`src/rtl/dsfc_pkg.sv`:
```
// Shared types and codes for the DSP status-flag unit.
package dsfc_pkg;

  typedef enum logic [1:0] {
    OP_WIDE_UPDATE  = 2'd0,
    OP_SHORT_UPDATE = 2'd1,
    OP_SET_LZ       = 2'd2,
    OP_CHECK        = 2'd3
  } op_e;

  typedef enum logic [3:0] {
    CC_GE     = 4'h0,
    CC_L      = 4'h1,
    CC_G      = 4'h2,
    CC_LE     = 4'h3,
    CC_NZ     = 4'h4,
    CC_Z      = 4'h5,
    CC_NC     = 4'h6,
    CC_C      = 4'h7,
    CC_NO32   = 4'h8,
    CC_O32    = 4'h9,
    CC_A      = 4'hA,
    CC_NA     = 4'hB,
    CC_LNZ    = 4'hC,
    CC_LZ     = 4'hD,
    CC_O      = 4'hE,
    CC_ALWAYS = 4'hF
  } cond_e;

  // Bit 0 is carry, bit 7 is sticky overflow.
  typedef struct packed {
    logic sticky;
    logic logic_zero;
    logic top2;
    logic over32;
    logic sign;
    logic zero;
    logic overflow;
    logic carry;
  } flags_t;

  // Registered copy of one transfer on the input side.
  typedef struct packed {
    op_e                operation;
    logic signed [63:0] wide_value;
    logic signed [15:0] short_value;
    logic               carry_in;
    logic               overflow_in;
    logic               over32_in;
    logic               logic_zero_in;
    cond_e              condition;
  } item_t;

endpackage

```
`src/rtl/dsfc_flag_logic.sv`:
```
// Flag update and condition-code evaluation for one item.
module dsfc_flag_logic (
  input  dsfc_pkg::item_t  item_i,
  input  dsfc_pkg::flags_t flags_i,
  output dsfc_pkg::flags_t flags_o,
  output logic             met_o
);

  logic less;
  logic cond_a;
  logic met;

  assign less   = flags_i.overflow ^ flags_i.sign;
  assign cond_a = (flags_i.over32 | flags_i.top2) & ~flags_i.zero;

  always_comb begin
    unique case (item_i.condition)
      dsfc_pkg::CC_GE:     met = ~less;
      dsfc_pkg::CC_L:      met = less;
      dsfc_pkg::CC_G:      met = ~less & ~flags_i.zero;
      dsfc_pkg::CC_LE:     met = less | flags_i.zero;
      dsfc_pkg::CC_NZ:     met = ~flags_i.zero;
      dsfc_pkg::CC_Z:      met = flags_i.zero;
      dsfc_pkg::CC_NC:     met = ~flags_i.carry;
      dsfc_pkg::CC_C:      met = flags_i.carry;
      dsfc_pkg::CC_NO32:   met = ~flags_i.over32;
      dsfc_pkg::CC_O32:    met = flags_i.over32;
      dsfc_pkg::CC_A:      met = cond_a;
      dsfc_pkg::CC_NA:     met = ~cond_a;
      dsfc_pkg::CC_LNZ:    met = ~flags_i.logic_zero;
      dsfc_pkg::CC_LZ:     met = flags_i.logic_zero;
      dsfc_pkg::CC_O:      met = flags_i.overflow;
      default:             met = 1'b1;
    endcase
  end

  always_comb begin
    flags_o = flags_i;
    met_o   = 1'b0;
    unique case (item_i.operation)
      dsfc_pkg::OP_WIDE_UPDATE: begin
        flags_o.carry    = item_i.carry_in;
        flags_o.overflow = item_i.overflow_in;
        flags_o.sticky   = flags_i.sticky | item_i.overflow_in;
        flags_o.zero     = (item_i.wide_value == 64'sd0);
        flags_o.sign     = item_i.wide_value[63];
        // value is not the sign extension of its low word
        flags_o.over32   = (item_i.wide_value[63:32] != {32{item_i.wide_value[31]}});
        flags_o.top2     = ~(item_i.wide_value[31] ^ item_i.wide_value[30]);
      end
      dsfc_pkg::OP_SHORT_UPDATE: begin
        flags_o.carry    = item_i.carry_in;
        flags_o.overflow = item_i.overflow_in;
        flags_o.sticky   = flags_i.sticky | item_i.overflow_in;
        flags_o.zero     = (item_i.short_value == 16'sd0);
        flags_o.sign     = item_i.short_value[15];
        flags_o.over32   = item_i.over32_in;
        flags_o.top2     = ~(item_i.short_value[15] ^ item_i.short_value[14]);
      end
      dsfc_pkg::OP_SET_LZ: begin
        flags_o.logic_zero = item_i.logic_zero_in;
      end
      dsfc_pkg::OP_CHECK: begin
        met_o = met;
      end
      default: begin
        flags_o = flags_i;
      end
    endcase
  end

endmodule

```
`src/rtl/dsp_status_flags_and_condition_check.sv`:
```
// Top level of the DSP status-flag unit: input register, flag logic, result register.
// An input transfer is registered in stage one, then its result in the output register behind valid_o.
// Throughput: one item per cycle while stall_i is low; the flag register feeds back
// through one level of update logic.
// Reset (rst_ni low, asynchronous): all flags clear, both stages empty.
// Stage one may take a new transfer while a result waits on a stalled output.
module dsp_status_flags_and_condition_check (
  input  logic               clk_i,
  input  logic               rst_ni,
  // input channel
  input  logic               valid_i,
  output logic               stall_o,
  input  logic [1:0]         operation_i,
  input  logic signed [63:0] wide_value_i,
  input  logic signed [15:0] short_value_i,
  input  logic               carry_in_i,
  input  logic               overflow_in_i,
  input  logic               over32_in_i,
  input  logic               logic_zero_in_i,
  input  logic [3:0]         condition_i,
  // result channel
  output logic               valid_o,
  input  logic               stall_i,
  output logic               condition_met_o,
  output logic [7:0]         flags_out_o
);

  // Stage one: registered input item.
  logic             s1_valid_q, s1_valid_d;
  dsfc_pkg::item_t  s1_item_q;
  // Stage two: registered result, the output register.
  logic             s2_valid_q, s2_valid_d;
  logic             s2_met_q;
  dsfc_pkg::flags_t s2_flags_q;
  // Architectural flag state.
  dsfc_pkg::flags_t flags_q;

  dsfc_pkg::flags_t flags_d;
  logic             met_d;
  logic             s2_free;
  logic             s1_move;
  logic             s1_load;

  // Output register can take a new result when empty or being drained.
  assign s2_free = ~s2_valid_q | ~stall_i;
  assign s1_move = s1_valid_q & s2_free;
  // Stage one holds only while its item is blocked from moving.
  assign stall_o = s1_valid_q & ~s2_free;
  assign s1_load = valid_i & ~stall_o;

  assign s1_valid_d = s1_load | (s1_valid_q & ~s2_free);
  assign s2_valid_d = s1_move | (s2_valid_q & stall_i);

  // The flags only advance when an item leaves stage one, so items see
  // the state left by the one before them in transfer order.
  dsfc_flag_logic u_flag_logic (
    .item_i  (s1_item_q),
    .flags_i (flags_q),
    .flags_o (flags_d),
    .met_o   (met_d)
  );

  always_ff @(posedge clk_i or negedge rst_ni) begin
    if (!rst_ni) begin
      s1_valid_q <= 1'b0;
      s2_valid_q <= 1'b0;
      flags_q    <= '0;
    end else begin
      s1_valid_q <= s1_valid_d;
      s2_valid_q <= s2_valid_d;
      if (s1_move) begin
        flags_q <= flags_d;
      end
    end
  end

  // Payload registers, no reset.
  always_ff @(posedge clk_i) begin
    if (s1_load) begin
      s1_item_q.operation     <= dsfc_pkg::op_e'(operation_i);
      s1_item_q.wide_value    <= wide_value_i;
      s1_item_q.short_value   <= short_value_i;
      s1_item_q.carry_in      <= carry_in_i;
      s1_item_q.overflow_in   <= overflow_in_i;
      s1_item_q.over32_in     <= over32_in_i;
      s1_item_q.logic_zero_in <= logic_zero_in_i;
      s1_item_q.condition     <= dsfc_pkg::cond_e'(condition_i);
    end
    if (s1_move) begin
      s2_met_q   <= met_d;
      s2_flags_q <= flags_d;
    end
  end

  assign valid_o         = s2_valid_q;
  assign condition_met_o = s2_met_q;
  assign flags_out_o     = s2_flags_q;

endmodule
```
`config.mk`:
```
export PLATFORM = sky130hd
export DESIGN_NAME = dsp_status_flags_and_condition_check
export DESIGN_NICKNAME = d
export VERILOG_FILES = /design/src/rtl/dsfc_pkg.sv /design/src/rtl/dsfc_flag_logic.sv /design/src/rtl/dsp_status_flags_and_condition_check.sv
export SDC_FILE = /design/constraint.sdc
export NUM_CORES = 1
export LEC_CHECK = 0
export ABC_AREA = 1
export BUFFER_PORTS_ARGS = -buffer_cell sky130_fd_sc_hd__buf_2
export CORE_MARGIN = 2
export CORE_UTILIZATION = 51
export DETAILED_ROUTE_END_ITERATION = 10
export GPL_TIMING_DRIVEN = 0
export PLACE_DENSITY = 0.77
export SETUP_SLACK_MARGIN = 0.1
export SLEW_MARGIN = 20
export SYNTH_ARGS = -nofsm -noshare
export SYNTH_HDL_FRONTEND = slang
export SYNTH_SLANG_ARGS = --single-unit
```
`constraint.sdc`:
```
create_clock -name clk_i -period 3.92 [get_ports clk_i]
set_input_delay 0.392 -clock clk_i [delete_from_list [all_inputs] [get_ports clk_i]]
set_output_delay 0.392 -clock clk_i [all_outputs]
set_load 0.01 [all_outputs]
```
# After elaboration in Yosys (flattened, before gate mapping)

Index checks and enable logic that the tools add are counted.

Output and inout bits: 11
Bits of input ports: 94
Word-level logic and storage cells: 81
Register bits after elaboration: 109

Eq/ne operators: 18
Reduce and logical (&&, ||, !) cells: 5
Bitwise operators: 27
Mux-type cells: 4

Operators with widths:

| operator             | count |
|---|---|
| $logic_not A64 Y1    | 1 |
| $ne A32 B32 Y1       | 1 |
| $eq A4 B4 Y1 const B | 7 |
| $eq A4 B3 Y1 const B | 4 |
| $logic_not A16 Y1    | 1 |
| $pmux W1 S15         | 1 |
| $not A1 Y1           | 12 |
| $pmux W6 S2          | 1 |
| $eq A4 B2 Y1 const B | 2 |
| $and A1 B1 Y1        | 6 |
| $or A1 B1 Y1         | 6 |
| $eq A2 B2 Y1 const B | 2 |
| $eq A4 B1 Y1 const B | 1 |
| $logic_not A4 Y1     | 1 |
| $xor A1 B1 Y1        | 3 |
| $eq A2 B1 Y1 const B | 1 |
| $logic_not A2 Y1     | 1 |
| $mux W1              | 2 |
| $reduce_or A2 Y1     | 1 |

# Longest topological paths before layout

Gate-level depths: netlist (run 1).

Word-level depth: 7
Gate-level depth with buffers: 10
Mapped depth without buffers: 10

# Hierarchy

A second synthesis (run 1) with hierarchy kept.

Cell total of the unflattened synthesis: 327
Area total of the unflattened synthesis: 4195.3 sq um

By module, submodules not included:

| module                               | instances | sequential area each (sq um) | cells each | area an instance (sq um) |
|---|---|---|---|---|
| dsp_status_flags_and_condition_check | 1         | 3223.1                       | 145        | 3393.3 |
| dsfc_flag_logic                      | 1         | 0.0                          | 182        | 802.0 |

# Worst setup path after synthesis (run 1)

OpenSTA, ideal clock, no wires.

Kind: reg2reg
Start: register s2_valid_q (netlist: valid_o)
End: register s1_item_q[0] (netlist bit), enable pin
Path slack: 1.126 ns
Required time: 3.476 ns
Period minus slack after synthesis: 2.794 ns
Stages on the path, launching flop included: 4
Data arrival time: 2.350 ns
Cell sequence: dfrtp_1 nand2_1 o21ai_0 inv_1

Cells in the longest elaborated chain, start to end: 6

Ends and longest elaborated chain:

| what                     | line                                       | RTL |
|---|---|---|
| start: declaration       | dsp_status_flags_and_condition_check.sv:32 | `logic s2_valid_q, s2_valid_d;` |
| start signal: assignment | dsp_status_flags_and_condition_check.sv:70 | `s2_valid_q <= s2_valid_d;` |
| $not A1 Y1               | dsp_status_flags_and_condition_check.sv:45 | `assign s2_free = ~s2_valid_q \| ~stall_i;` |
| $or A1 B1 Y1             | dsp_status_flags_and_condition_check.sv:45 |  |
| $not A1 Y1               | dsp_status_flags_and_condition_check.sv:48 | `assign stall_o = s1_valid_q & ~s2_free;` |
| $and A1 B1 Y1            | dsp_status_flags_and_condition_check.sv:48 |  |
| $not A1 Y1               | dsp_status_flags_and_condition_check.sv:49 | `assign s1_load = valid_i & ~stall_o;` |
| $and A1 B1 Y1            | dsp_status_flags_and_condition_check.sv:49 |  |
| net s1_load              | dsp_status_flags_and_condition_check.sv:42 | `logic s1_load;` |
| end: declaration         | dsp_status_flags_and_condition_check.sv:30 | `dsfc_pkg::item_t s1_item_q;` |

The timed path passes the listed nets, and every way through them passes these cells.
A chain may end at the register's enable or synchronous reset.

# Worst setup path in the final report (run 1)

Start: register s2_valid_q (netlist: valid_o)
End: register s1_item_q[54] (netlist bit), enable pin

The elaborated chain is that of the path after synthesis.

==> impl_metrics.env, run 1 <==
export IMPL_switchingPower_uw=550
export IMPL_cpMaxStageDelayCell="inv_4"
export IMPL_first_pass_iters=4
export IMPL_cts_clk_slew_worst_paths_ps=110
export IMPL_hold_slack_ps=189
export IMPL_post_route_min_period_ps=1750
export IMPL_path_max_fanout=48
export IMPL_pre_cts_slack_ps=2030
export IMPL_leakagePower_uw=0.00203
export IMPL_fmax_mhz=572
export IMPL_grt_pass1_vias=2625
export IMPL_period_share=0.446
export IMPL_ctsLongestPathBuffers=2
export IMPL_finalMaxSlewViolations=0
export IMPL_setup_worst_path_start_class="flip-flop"
export IMPL_cp_data_arrival_time_ps=1810
export IMPL_grt_overflow_total=0
export IMPL_grt_antenna_before_repair=0
export IMPL_coreArea_sq_um=7770
export IMPL_syn_nets=411
export IMPL_combPwrFrac=0.088
export IMPL_setup_viol=0
export IMPL_cts_repair_resized=0
export IMPL_clock_skew_ps=11.3
export IMPL_status="finished, final reports clean"
export IMPL_grt_use_total=0.175
export IMPL_power_frac_seq=0.624
export IMPL_fin_area_sq_um=4980
export IMPL_max_slew_margin=0.588
export IMPL_ant_nets=0
export IMPL_dr_first_iter_drc_count=77
export IMPL_grt_pass1_wl_microns=11500
export IMPL_antennaDiodeCount=0
export IMPL_layout_setup_ws_ps=2170
export IMPL_netlist_area_sq_um=4110
export IMPL_yosys_cell_types_count=22
export IMPL_rsz0062_at_grt="false"
export IMPL_max_stage_delay_ps=480
export IMPL_ys_ff_latch=109
export IMPL_vias=2589
export IMPL_die_area_sq_um=8800
export IMPL_cts_setup_buffers=0
export IMPL_ir_drop_uv=233
export IMPL_swShare=0.245
export IMPL_grt_max_degree=49
export IMPL_cts_tree="yes"
export IMPL_crit_path_cell_trace="nand2_1, o21ai_0, inv_4, buf_12"
export IMPL_p_per_area_nw_per_um2=451
export IMPL_clkSinkCount=109
export IMPL_hpwl_microns=5160
export IMPL_final_nets=528
export IMPL_start_util=0.529
export IMPL_avgSynthCellArea_sq_um=13.1
export IMPL_synth_seq_area_share=0.784
export IMPL_die_h_microns=93.8
export IMPL_clkPwrFrac=0.287
export IMPL_ys_warnings_count=0
export IMPL_worst_setup_path_type="reg -> reg"
export IMPL_worst_slew_pin_slew_ps=618
export IMPL_row_count=32
export IMPL_cts_root_buf="clkbuf_8"
export IMPL_wire_per_inst_microns=13.0
export IMPL_portBuffers=104
export IMPL_power_internal_uw=1700
export IMPL_drive_above_1_share=0.293
export IMPL_hold_path_class="in -> reg"
export IMPL_worstSetupEndpointType="flip-flop"
export IMPL_setup_tns_ps=0
export IMPL_area_delta_synth_final_pct=21.2
export IMPL_numCtsBuffers=9
export IMPL_clkLatencyLatePin_ps=370
export IMPL_synth_cells=315
export IMPL_globalplace_congestion=0.824
export IMPL_wirelength_microns=7030
export IMPL_cp_required_ps=3980
export IMPL_viasPerCell=4.80
export IMPL_drc_errors=0
export IMPL_finalHoldViolations=0
export IMPL_place_area_sq_um=4780
export IMPL_cap_violations=0
export IMPL_die_w_microns=93.8
export IMPL_ios=105
export IMPL_cts_max_level=3
[per-layer routing]
layer  up-vias  GRT usage  part of all wire
li1       1314          -                 -
met1      1184      0.197              0.39
met2        78      0.308              0.53
met3        13     0.0586             0.059
met4         0     0.0652             0.021
met5         -          0                 0
[critical path: cells and delay by family (launching register included)]
kind / cells / cell delay [ps]
AO/OA/AOI/OAI: 1 / 140
buffers and inverters: 2 / 780
flip-flops: 1 / 390
AND/OR/NAND/NOR: 1 / 110
[power by group through the flow]
stage	logic, uW	registers [uW]	clock network, uW
global route	230	1410	714
global placement	187	1430	0
finish	198	1400	646
detailed placement	199	1430	0
floorplan	104	1430	0
CTS	202	1410	665
[area by class of cell]
| class | instances | area (sq um) |
|---|---|---|
| Buffer | 1 | 7.51 |
| Clock buffer | 9 | 124 |
| Clock inverter | 7 | 68.8 |
| Fill cell | 605 | 2780 |
| Inverter | 23 | 91.3 |
| Multi-Input combinational cell | 182 | 792 |
| Sequential cell | 109 | 3220 |
| Tap cell | 102 | 128 |
| Timing Repair Buffer | 106 | 551 |
[Yosys cell counts, drive strengths merged]
| master | instances | area share |
|---|---|---|
| dfrtp | 10 | 0.061 |
| nand2 | 77 | 0.073 |
| o211ai | 2 | 0.0037 |
| inv | 23 | 0.022 |
| or2 | 1 | 0.0015 |
| a21oi | 3 | 0.0037 |
| nor3 | 1 | 0.0012 |
| o21ai | 15 | 0.018 |
| xor2 | 1 | 0.0021 |
| nor3b | 1 | 0.0018 |
| edfxtp | 99 | 0.72 |
| nor2 | 64 | 0.059 |
| nand3 | 9 | 0.012 |
| ha | 2 | 0.0061 |
| nand4 | 4 | 0.0061 |
| o221ai | 2 | 0.0043 |
| buf | 1 | 0.0018 |
[flip-flops by register name, indices dropped and copies added (netlist names)]
register	flops
s1_valid_q	1
flags_out_o	8
valid_o	1
flags_q	8
s1_item_q	90
condition_met_o	1
[path summary, 6_finish.rpt]
check                            start  cells after the start  slack, ps       endpoint
min reg2reg                 s1_valid_q                      2        500        valid_o
max reg2reg                    valid_o                      4       2170  s1_item_q[54]
max in group asynchronous       rst_ni                      2       3290     s1_valid_q
max                            valid_o                      4       2170  s1_item_q[54]
min                        over32_in_i                      1        190   s1_item_q[5]
min in group asynchronous       rst_ni                      2        410     flags_q[6]
[timing repair]
| item | CTS | global route |
|---|---|---|
| hold endpoints to repair | 10 | 0 |
| setup endpoints to repair | 0 | 0 |
| hold buffers | 1 | 0 |
[logic make-up after synthesis]
kind of cell / count (synthesis) / synth area share
compound gates: 22 / 0.0298
xor+xnor: 1 / 0.00213
fa+ha+maj: 2 / 0.00609
buf+inv: 24 / 0.0234
flops: 109 / 0.784
simple gates: 157 / 0.155
[layout by cell type (no fill, tap or decap), drive strengths merged]
cell	Yosys	layout
or2	1	1
buf	1	106
o211ai	2	2
dfrtp	10	10
nor3	1	1
dlygate4sd3	0	1
ha	2	2
nand4	4	4
a21oi	3	3
xor2	1	1
edfxtp	99	99
nand2	77	77
clkinv	0	3
o21ai	15	15
inv	23	27
nor2	64	64
o221ai	2	2
nor3b	1	1
clkbuf	0	9
nand3	9	9
[stage by stage]
step,cells,power (uW),utilization
after floorplan,315,1540,-
after global placement,521,1620,0.613
after detailed placement,522,1630,0.616
after CTS,539,2270,0.642
after global routing,539,2360,0.642
final,539,2250,0.642
No activity file was read; power rests on OpenSTA's default activity.
==> run 2: changes to the inputs <==
--- a/config.mk
+++ b/config.mk
@@ -5,13 +5,13 @@
 export SDC_FILE = /design/constraint.sdc
 export NUM_CORES = 1
 export LEC_CHECK = 0
-export ABC_AREA = 1
+export ABC_AREA = 0
 export BUFFER_PORTS_ARGS = -buffer_cell sky130_fd_sc_hd__buf_2
 export CORE_MARGIN = 2
 export CORE_UTILIZATION = 51
 export DETAILED_ROUTE_END_ITERATION = 10
 export GPL_TIMING_DRIVEN = 0
-export PLACE_DENSITY = 0.77
+export PLACE_DENSITY = 0.78
 export SETUP_SLACK_MARGIN = 0.1
 export SLEW_MARGIN = 20
 export SYNTH_ARGS = -nofsm -noshare
==> constraint.sdc (replaced) <==
create_clock -name clk_i -period 1.7 [get_ports clk_i]
set_input_delay 0.17 -clock clk_i [delete_from_list [all_inputs] [get_ports clk_i]]
set_output_delay 0.17 -clock clk_i [all_outputs]
set_load 0.01 [all_outputs]
==> run 2 against run 1 <==
  * The run now ends with setup timing left
  * Flip-flop and latch count unchanged
  * Sequential share of layout area down 9.2 points
  * Synthesized area down 3.1%
  * Clock power up 140%
  * Utilization up 12 points
  * Combinational power rose to 3.3 times the previous value
  * Global-route usage up 7.2 points
  * Worst setup slack worse by 2400 ps
  * Maximum frequency down 7.4%
  * First-iteration DRC count up 39%
==> impl_metrics.env, run 2 <==
export IMPL_status="finished with violations"
export IMPL_violations="setup timing"
export IMPL_viasPerCell=5.18
export IMPL_die_area_sq_um=8530
export IMPL_post_route_min_period_ps=1890
export IMPL_die_h_microns=92.4
export IMPL_swShare=0.251
export IMPL_yosys_top_cells_area="edfxtp_1, dfrtp_1, nor4_1, nand4_1, nand2_1"
export IMPL_grt_use_total=0.247
export IMPL_dr_first_iter_drc_count=107
export IMPL_netlist_area_sq_um=3980
export IMPL_portBuffers=104
export IMPL_synthTopCellsByCount="edfxtp_1, nor4_1, nand2_1"
export IMPL_leakagePower_uw=0.00225
export IMPL_vias=2854
export IMPL_setup_viol=5
export IMPL_combPwrFrac=0.120
export IMPL_globalplace_congestion=0.778
export IMPL_synthArstFlopShare=0.0917
export IMPL_cts_root_buf="clkbuf_8"
export IMPL_synth_seq_area_share=0.809
export IMPL_drc_errors=0
export IMPL_dp_cells=441
export IMPL_cts_clk_slew_worst_paths_ps=110
export IMPL_cp_data_arrival_time_ps=2120
export IMPL_finalNonFillerCells=551
export IMPL_coreArea_sq_um=7650
export IMPL_synth_main_ff_cell="edfxtp_1"
export IMPL_max_stage_delay_ps=450
export IMPL_ios=105
export IMPL_start_util=0.521
export IMPL_hpwl_microns=4860
export IMPL_first_pass_iters=4
export IMPL_cts_tree="yes"
export IMPL_cp_required_ps=1930
export IMPL_p_per_area_nw_per_um2=946
export IMPL_ys_warnings_count=0
export IMPL_synth_enable_flop_cells=99
export IMPL_yosys_cell_types_count=40
export IMPL_ys_ff_latch=109
export IMPL_path_max_fanout=2
export IMPL_avgSynthCellArea_sq_um=16.9
export IMPL_worstSetupEndpointType="flip-flop"
export IMPL_largest_reg_flops=90
export IMPL_synth_top_cell_area_share=0.746
export IMPL_wire_per_inst_microns=18.0
export IMPL_yosys_area_top_type="edfxtp_1"
export IMPL_die_w_microns=92.4
export IMPL_largest_register="s1_item_q"
export IMPL_worst_slew_pin_slew_ps=593
export IMPL_grt_antenna_before_repair=0
export IMPL_finalMaxSlewViolations=0
export IMPL_cpMaxStageDelayCell="edfxtp_1"
export IMPL_setup_worst_path_start_class="flip-flop"
export IMPL_hold_path_class="in -> reg"
export IMPL_pre_cts_slack_ps=-247
export IMPL_clkPwrFrac=0.280
export IMPL_numCtsBuffers=9
export IMPL_cts_max_level=3
export IMPL_row_count=32
export IMPL_grt_max_degree=46
export IMPL_final_cell_mix="buf_2, edfxtp_1, dlygate4sd3_1, nand2_1, nor4_1"
export IMPL_rsz0062_at_grt="true"
export IMPL_final_common_cell="buf_2"
export IMPL_setup_tns_ps=-753
export IMPL_grt_pass1_vias=3105
export IMPL_power_frac_seq=0.600
export IMPL_clkSinkCount=109
export IMPL_max_slew_margin=0.605
export IMPL_grt_pass1_wl_microns=15400
export IMPL_clkLatencyLatePin_ps=380
export IMPL_clock_skew_ps=18.1
export IMPL_layout_setup_ws_ps=-188
export IMPL_ant_nets=0
export IMPL_ir_drop_uv=653
export IMPL_synth_cells=235
export IMPL_syn_nets=331
export IMPL_grt_overflow_total=0
export IMPL_cap_violations=0
export IMPL_switchingPower_uw=1380
export IMPL_worst_setup_path_type="reg -> reg"
export IMPL_drive_above_1_share=0.317
export IMPL_wirelength_microns=9900
export IMPL_area_delta_synth_final_pct=46.0
export IMPL_power_internal_uw=4120
export IMPL_yosysMostFrequentCell="edfxtp_1"
export IMPL_finalHoldViolations=0
export IMPL_period_share=1.11
export IMPL_fmax_mhz=530
export IMPL_final_nets=539
export IMPL_finalPower_uw=5500
export IMPL_crit_path_cell_trace="nor4_2, nand4_1, nor4_2, nand4_1, nand2_1"
export IMPL_ctsLongestPathBuffers=2
[run 2: kinds of logic (layout without fill, tap and decap cells)]
kind of cell / after synthesis / in the layout / share of synthesized area
adder cells (fa/ha/maj): 2 / 2 / 0.00628
buffers and inverters: 14 / 226 / 0.0135
AND/OR/NAND/NOR: 77 / 78 / 0.106
AO/OA/AOI/OAI: 24 / 24 / 0.0408
multiplexers: 7 / 7 / 0.0195
flip-flops: 109 / 109 / 0.809
other: 0 / 1 / 0
XOR/XNOR: 2 / 2 / 0.00440
[run 2: worst max-delay path, delay by kind of cell, from the launching register on]
family	cells	cell delay (ps)
and+or+nand+nor	5	1280
DFF	1	450
[run 2: worst paths after layout]
path,slack [ps],startpoint,cells past startpoint,end
setup reg to reg,-190,s1_item_q[83],5,flags_out_o[2]
max in group asynchronous,1280,rst_ni,2,flags_q[7]
hold reg to reg,490,flags_q[7],1,flags_q[7]
min in group asynchronous,200,rst_ni,2,flags_q[5]
setup / recovery,-190,s1_item_q[83],5,flags_out_o[2]
hold / removal,50,stall_i,3,valid_o
[run 2: repair_timing]
action | 4_1_cts | 5_1_grt
cloned | 1 | 0
endpoints found under the hold margin | 100 | 0
setup buffers | 2 | 0
endpoints found under the setup margin | 95 | 6
pin swaps | 8 | 1
resized for setup | 5 | 5
hold buffers | 91 | 0
[run 2: routing by layer]
| metal | GRT usage | routed length, microns | part of all wire |
|---|---|---|---|
| met5 | 0 | 0 | 0 |
| met2 | 0.462 | 5490 | 0.55 |
| met3 | 0.0643 | 611 | 0.062 |
| met1 | 0.277 | 3670 | 0.37 |
| met4 | 0.0684 | 128 | 0.013 |
[run 2: stage by stage]
step                 util  hold slack (ps)  instance area, sq um
global placement    0.608             50.6                  4650
floorplan               -             -126                  4000
finish              0.760             54.5                  5820
global route        0.760             74.4                  5810
CTS                 0.759             38.9                  5810
detailed placement  0.608             64.4                  4650
[run 2: power groups by stage]
stage                     Combinational (uW)  Clock, uW  Sequential, uW
after detailed placement                 477          0            3340
after global placement                   457          0            3320
after CTS                                642       1550            3280
final                                    662       1540            3300
after floorplan                          266          0            3320
after global routing                     725       1670            3320
[run 2: final cells by class]
class	instances	area (sq um)
antenna	1	2.50
buffer	4	25.0
clock buffer	9	124
clock inverter	7	77.6
fill	457	1830
inverter	9	33.8
multi-input combinational	113	756
sequential	109	3220
tap	102	128
timing repair buffer	197	1450
